`src/hw/rtl/vcmi_pkg.sv`:
```
// Package: shared types and constants of the motion integrator.
package vcmi_pkg;

    localparam int VAL_W  = 32;
    localparam int STEP_W = 16;
    localparam int SPD_W  = 31;
    localparam int SQ_W   = 66;   // sum of three squares of 32-bit magnitudes
    localparam int ROOT_W = 33;

    typedef struct packed {
        logic load;      // latch input transaction, start velocity update
        logic start_sq;  // start sum of squares
        logic start_rt;  // start square root
        logic start_dv;  // start divide of one component
        logic [1:0] comp;
        logic apply_dv;  // write quotient into velocity component
        logic pos_upd;   // start position update
        logic emit;      // load output register
    } vcmi_cmd_t;

    typedef struct packed {
        logic busy;      // multi-cycle unit working
        logic over;      // sum of squares above limit
    } vcmi_sts_t;

endpackage

```
`src/hw/rtl/vcmi_ctrl.sv`:
```
// Controller: sequences velocity update, clamp and position update per transaction.
module vcmi_ctrl (
    input  logic                aclk,
    input  logic                aresetn,
    input  logic                in_valid,
    output logic                in_ready,
    input  logic                out_free,
    input  vcmi_pkg::vcmi_sts_t sts,
    output vcmi_pkg::vcmi_cmd_t cmd,
    output logic                clamp_flag
);
    localparam logic [3:0] S_IDLE = 4'd0;
    localparam logic [3:0] S_VEL  = 4'd1;
    localparam logic [3:0] S_SQ   = 4'd2;
    localparam logic [3:0] S_CHK  = 4'd3;
    localparam logic [3:0] S_RT   = 4'd4;
    localparam logic [3:0] S_DVS  = 4'd5;
    localparam logic [3:0] S_DVW  = 4'd6;
    localparam logic [3:0] S_POS  = 4'd7;
    localparam logic [3:0] S_EMIT = 4'd8;

    logic [3:0] state_reg, state_next;
    logic [1:0] comp_reg, comp_next;
    logic       clamp_reg, clamp_next;

    assign in_ready   = (state_reg == S_IDLE);
    assign clamp_flag = clamp_reg;

    always_comb begin
        state_next = state_reg;
        comp_next  = comp_reg;
        clamp_next = clamp_reg;
        cmd        = '0;
        cmd.comp   = comp_reg;
        case (state_reg)
            S_IDLE: if (in_valid) begin
                cmd.load = 1'b1; state_next = S_VEL; clamp_next = 1'b0;
            end
            S_VEL: if (!sts.busy) begin cmd.start_sq = 1'b1; state_next = S_SQ; end
            S_SQ:  if (!sts.busy) state_next = S_CHK;
            S_CHK: if (sts.over) begin
                cmd.start_rt = 1'b1; clamp_next = 1'b1; state_next = S_RT; comp_next = '0;
            end else begin
                cmd.pos_upd = 1'b1; state_next = S_POS;
            end
            S_RT:  if (!sts.busy) state_next = S_DVS;
            S_DVS: begin cmd.start_dv = 1'b1; state_next = S_DVW; end
            S_DVW: if (!sts.busy) begin
                cmd.apply_dv = 1'b1;
                if (comp_reg == 2'd2) begin
                    state_next = S_POS;
                end else begin
                    comp_next = comp_reg + 2'd1; state_next = S_DVS;
                end
            end
            S_POS: if (!sts.busy) begin
                if (clamp_reg && comp_reg == 2'd2) begin
                    cmd.pos_upd = 1'b1; comp_next = '0;
                end else if (out_free) begin
                    cmd.emit = 1'b1; state_next = S_IDLE;
                end
            end
            default: state_next = S_IDLE;
        endcase
    end

    always_ff @(posedge aclk) begin
        if (!aresetn) begin
            state_reg <= S_IDLE;
            comp_reg  <= '0;
            clamp_reg <= 1'b0;
        end else begin
            state_reg <= state_next;
            comp_reg  <= comp_next;
            clamp_reg <= clamp_next;
        end
    end
endmodule

```
`config.mk`:
```
export PLATFORM = sky130hd
export DESIGN_NAME = vcmi_ctrl
export DESIGN_NICKNAME = d
export VERILOG_FILES = /design/src/hw/rtl/vcmi_pkg.sv /design/src/hw/rtl/vcmi_ctrl.sv
export SDC_FILE = /design/constraint.sdc
export NUM_CORES = 1
export LEC_CHECK = 0
export BUFFER_PORTS_ARGS = -buffer_cell sky130_fd_sc_hd__buf_2
export CORE_AREA = 2 2 39 41
export CTS_BUF_LIST = sky130_fd_sc_hd__clkbuf_16
export CTS_CLUSTER_DIAMETER = 100
export DETAILED_ROUTE_END_ITERATION = 16
export DIE_AREA = 0 0 41 43
export GPL_TIMING_DRIVEN = 0
export PLACE_DENSITY_LB_ADDON = 0.25
export SLEW_MARGIN = 20
export SYNTH_ARGS = -nofsm -noshare
export SYNTH_HDL_FRONTEND = slang
export SYNTH_SLANG_ARGS = --single-unit
```
`constraint.sdc`:
```
create_clock -name aclk -period 1.8 [get_ports aclk]
set_input_delay 0.36 -clock aclk [delete_from_list [all_inputs] [get_ports aclk]]
set_output_delay 0.36 -clock aclk [all_outputs]
set_load 0.02 [all_outputs]
```
==> impl_metrics.ini, run 1 <==
[floorplan]
ios = 17
fp-row-count = 14
fp.coreArea_um2 = 1384
dieArea_um2 = 1763
die_w_um = 41
dieHeight_um = 43
start_util_pct = 32.91

[route]
drt_iter0_drc = 13
firstDrtPassIters = 4
via_per_inst = 5.337
ant_nets = 0
wl_per_cell_um = 11.49
finalWirelength_mm = 1.092
vias = 507
remaining_drc_errors = 0

[clocking]
clock_latency_ns = 0.22
root_buffer = clkbuf_16
cts_tree = built
clock_sinks = 6
clockBufferDepth = 2
clk_pin_slew_ns = 0.03
htreeDepth = 1
numCtsBuffers = 3

[synth]
synth_area_leaders = dfxtp_1, a21oi_1, mux2i_1
synth_ff_type = dfxtp_1
synth_nets = 66
synth_top_cell_by_area = dfxtp_1
ys_seq_area_share_pct = 26.37
ys_async_sr_fraction_pct = 0
netlist_instances = 59
synth_top_area_share_pct = 26.37
synth.most_common_cell = dfxtp_1
yosysWarnings = 0
synth-edff-count = 0
syn_avg_cell_area_um2 = 7.719
synth_area_um2 = 455.4
synth_cell_types = 30
synth-seq-cells = 6
synth_commonest_cells = dfxtp_1, a21oi_1, nor2_1

[worst_setup_path]
cp.arrival_ns = 1.35
crit_path_start_kind = register
worstPathRequired_ns = 1.44
cp-end-kind = output pin
path_class = reg -> out
critical_path.max_fanout = 4

[timing]
fin_skew_ns = 0.001098
slew_headroom_pct = 78.92
hold_viol_final = 0
final-setup-viol-count = 0
period_share_pct = 95.08
fmaxAchievable_mhz = 584.3
final.setup.tns_ns = 0
tightest_slew_ns = 0.3133
rsz0062_at_grt = false
period_minus_slack_ns = 1.711
slew_violations = 0

[finish]
final_nets = 88
largest_reg_flops = 3
n_fill_cell = 145
drive_above_1_share_pct = 32.91
fin_cells = 95
final_cell_area_um2 = 648.1
area_growth_pct = 42.31
n_antenna_cell = 0

[flow_run]
drv_cap = 0

[global_routing]
grt_max_degree = 11
grt_pass1_vias = 445
gr-usage-all-layers_pct = 14.97
grt_antenna_before_repair = 0
grt_overflow_total = 0
grt_pass1_wl_mm = 1.842

[hold_path]
min_path_type = in -> reg

[place]
portBuffers = 16
placedCellCount = 91
dp_hpwl_um = 858.1
placed_area_um2 = 560.5
gp_congestion = 0.7737

[power_and_ir_drop]
leakage_uw = 0.0003020
powerDensity_nw_per_um2 = 1041
vdd_drop_max_uv = 892.1

[outcome]
status = finished, final reports clean
## stage by stage
| step | power [uW] | worst slack [ns] | hold WS (ns) | util [%] |
|---|---|---|---|---|
| finish | 674.7 | 0.08851 | 0.4568 | 46.84 |
| CTS | 680.0 | 0.02741 | 0.4511 | 45.93 |
| floorplan | 281.3 | 0.1641 | 0.4957 | - |
| global placement | 329.3 | 0.2444 | 0.4666 | 40.51 |
| global route | 707.1 | 0.003507 | 0.4802 | 46.84 |
| detailed placement | 329.2 | 0.2585 | 0.4695 | 40.51 |
## cell usage in the layout, fill, tap and decap left out, drive strengths merged, types with 2 or more instances in the layout
| cell | instances |
|---|---|
| buf | 20 |
| dfxtp | 6 |
| a21oi | 5 |
| nor2 | 5 |
| nand2 | 4 |
| nor3 | 4 |
| o21ai | 4 |
| nand2b | 3 |
| clkbuf | 3 |
| inv | 2 |
| or2 | 2 |
| nand3 | 2 |
| mux2i | 2 |
| a41oi | 2 |
## final cells by class
class / instances / area [um2] / area share (%)
multi-input cells: 48 / 314.1 / 48.46
flip-flops and latches: 6 / 120.1 / 18.53
well taps: 16 / 20.02 / 3.089
clock buffers: 3 / 75.07 / 11.58
repair buffers: 17 / 90.09 / 13.90
plain buffers: 3 / 21.27 / 3.282
inverters: 2 / 7.507 / 1.158
## cells by family after synthesis
family	synth area share (%)
and+or+nand+nor	35.72
buffers and inverters	6.319
adders and majority gates	2.747
muxes	4.396
AOI/OAI and AO/OA	24.45
DFF	26.37
## worst max-delay path, stage by stage, from the launching register on
cell and delay, ns:
dfxtp_1 0.33, inv_1 0.06, ha_2 0.20, a21bo_1 0.19, nor3_2 0.17, buf_4 0.17
## path summary, 6_finish.rpt
| check | from | end | slack [ns] | cells past startpoint |
|---|---|---|---|---|
| worst max-delay path | comp_reg[0] | cmd[0] | 0.09 | 5 |
| worst min-delay path | aresetn | comp_reg[0] | 0.46 | 3 |
| worst max register to register | comp_reg[0] | state_reg[1] | 0.30 | 7 |
| worst min register to register | comp_reg[0] | comp_reg[0] | 0.47 | 2 |
## repair_timing
item,CTS,global route
hold buffers,0,0
setup buffers,0,1
gates resized for setup,0,2
setup endpoints to repair,0,1
## report_power, final
part           leakage [uW]  switching [uW]  total (uW)  internal, uW
sequential        0.0000488            11.3         156           145
clock             0.0000370            61.2         345           284
combinational      0.000216             106         174          68.0
total              0.000302             178         675           497
## per-layer routing
layer | global-route usage, % | wire [um]
met4 | 6.000 | 0
met1 | 20.32 | 502
met3 | 3.141 | 49
met5 | 0 | 0
met2 | 22.19 | 541
Note: power is estimated with default switching activity, not from simulation.
==> inputs of run 2 (changes only) <==
==> constraint.sdc (replaced) <==
create_clock -name aclk -period 1.5 [get_ports aclk]
set_input_delay 0.3 -clock aclk [delete_from_list [all_inputs] [get_ports aclk]]
set_output_delay 0.3 -clock aclk [all_outputs]
set_load 0.02 [all_outputs]
==> impl_metrics.ini, run 2 (synthesis gave the netlist of run 1 again) <==
[outcome]
status = finished, violations left
violations = setup timing

[power_and_ir_drop]
leakage_uw = 0.0003619
p_clk_share_pct = 49.5
p_switching_uw = 253.9
pwr-share-seq_pct = 20.9
powerDensity_nw_per_um2 = 1120
p_sw_share_pct = 28.57
internal_power_uw = 634.7
finalPower_uw = 888.6
vdd_drop_max_uv = 700.4
combPwrFrac_pct = 29.6

[global_routing]
met3_usage_pct = 10.47
grt_overflow_total = 0
use_met2_pct = 25.31
grtUsageMet1_pct = 18.77
grt_pass1_wl_mm = 1.952
grt_antenna_before_repair = 0
gr-usage-all-layers_pct = 17.10
grt_max_degree = 11
grt.busiest_layer = met2
grt_pass1_vias = 478

[finish]
seq_area_um2 = 130.1
largest_reg_flops = 3
drive_above_1_share_pct = 52.33
mostFrequentLayoutCell = buf_2
multiInputGateArea_um2 = 369.1
final_cell_area_um2 = 793.3
n_fill_cell = 124
final_cell_mix = buf_2, buf_4
n_antenna_cell = 0
area_growth_pct = 74.18
final_nets = 94

[worst_setup_path]
worstPathRequired_ns = 1.20
crit_slowest_cell = dfxtp_4
cp-end-kind = output pin
path_delay_family = flip-flops
cp.arrival_ns = 1.30
crit_path_start_kind = register
max_stage_delay_ns = 0.35
path_cells = inv_4 > ha_4 > a21bo_4 > nor3_4 > buf_6
critical_path.max_fanout = 3
path_class = reg -> out
cp_num_buf_inv = 2

[route]
wl_per_cell_um = 13.10
drt_iter0_drc = 20
firstDrtPassIters = 4
ant_nets = 0
remaining_drc_errors = 0
vias = 542
finalWirelength_mm = 1.336
via_per_inst = 5.314

[clocking]
htreeDepth = 1
clock_sinks = 6
clock_latency_ns = 0.23
root_buffer = clkbuf_16
clockBufferDepth = 2
clk_pin_slew_ns = 0.04
cts_tree = built
numCtsBuffers = 3

[place]
gp_congestion = 0.8223
placed_area_um2 = 580.6
dp_hpwl_um = 868.8
portBuffers = 16

[timing]
rsz0062_at_grt = true
tightest_slew_ns = 0.3251
hold_viol_final = 0
slew_violations = 0
fin_skew_ns = 0.005734
period_share_pct = 106.5
final-setup-viol-count = 3
worst_slack_ns = -0.09801
fmaxAchievable_mhz = 625.8
period_minus_slack_ns = 1.598
slew_headroom_pct = 78.03

[floorplan]
dieHeight_um = 43
start_util_pct = 32.91
die_w_um = 41
dieArea_um2 = 1763
fp-row-count = 14
ios = 17
fp.coreArea_um2 = 1384

[flow_run]
drv_cap = 0

[hold_path]
min_path_type = in -> reg
==> run 2: what timing repair did <==
action                                  4_1_cts  5_1_grt
pin swaps                                     4        7
cloned                                        0        0
gates resized for setup                      13        9
hold buffers                                  0        0
endpoints found under the setup margin        6        6
buffers inserted                              6        1
==> run 2: routing by layer <==
layer | routed length (um) | share of wire (%)
met5 | 0 | 0
met4 | 11 | 0.82
met3 | 98 | 7.3
met2 | 668 | 50
met1 | 558 | 42
==> run 2: layout make-up <==
| class | instances | share of cell area, % |
|---|---|---|
| plain buffers | 3 | 2.681 |
| clock buffers | 3 | 9.464 |
| clock inverters | 1 | 0.4732 |
| inverters | 2 | 1.262 |
| multi-input cells | 48 | 46.53 |
| flip-flops and latches | 6 | 16.40 |
| well taps | 16 | 2.524 |
| repair buffers | 23 | 20.66 |
==> run 2: worst reg2reg max path, stage by stage (launching register included) <==
cell and delay, ns:
dfxtp_4 0.35, inv_4 0.04, ha_4 0.16, a21bo_4 0.22, buf_4 0.14, a41oi_2 0.20
nand3_1 0.11, a21oi_1 0.14
==> run 2: worst paths after layout <==
kind	cells after the start	startpoint	slack [ns]	to
hold / removal	3	aresetn	0.39	state_reg[2]
setup / recovery	5	comp_reg[0]	-0.1	cmd[0]
hold reg to reg	2	comp_reg[1]	0.51	comp_reg[1]
setup reg to reg	7	comp_reg[0]	0.06	state_reg[1]
==> run 2: power by group through the flow <==
stage	Sequential [uW]	Combinational [uW]	Clock, uW
6_report	186	263	439
5_1_grt	189	286	465
4_1_cts	185	244	444
3_5_place_dp	187	213	0
3_3_place_gp	187	212	0
2_1_floorplan	185	157	0
==> run 2: through the flow <==
| step | setup TNS [ns] | util (%) | std cells | hold WS [ns] | setup slack (ns) |
|---|---|---|---|---|---|
| 2_1_floorplan | 0 | - | 59 | 0.4258 | 0.002349 |
| 3_3_place_gp | -0.03030 | 41.95 | 91 | 0.4655 | -0.03030 |
| 3_5_place_dp | -0.04175 | 41.95 | 91 | 0.4818 | -0.04175 |
| 4_1_cts | -0.1043 | 54.61 | 101 | 0.3842 | -0.1012 |
| 5_1_grt | -0.2445 | 57.32 | 102 | 0.3987 | -0.1314 |
| 6_report | -0.09955 | 57.32 | 102 | 0.3876 | -0.09801 |
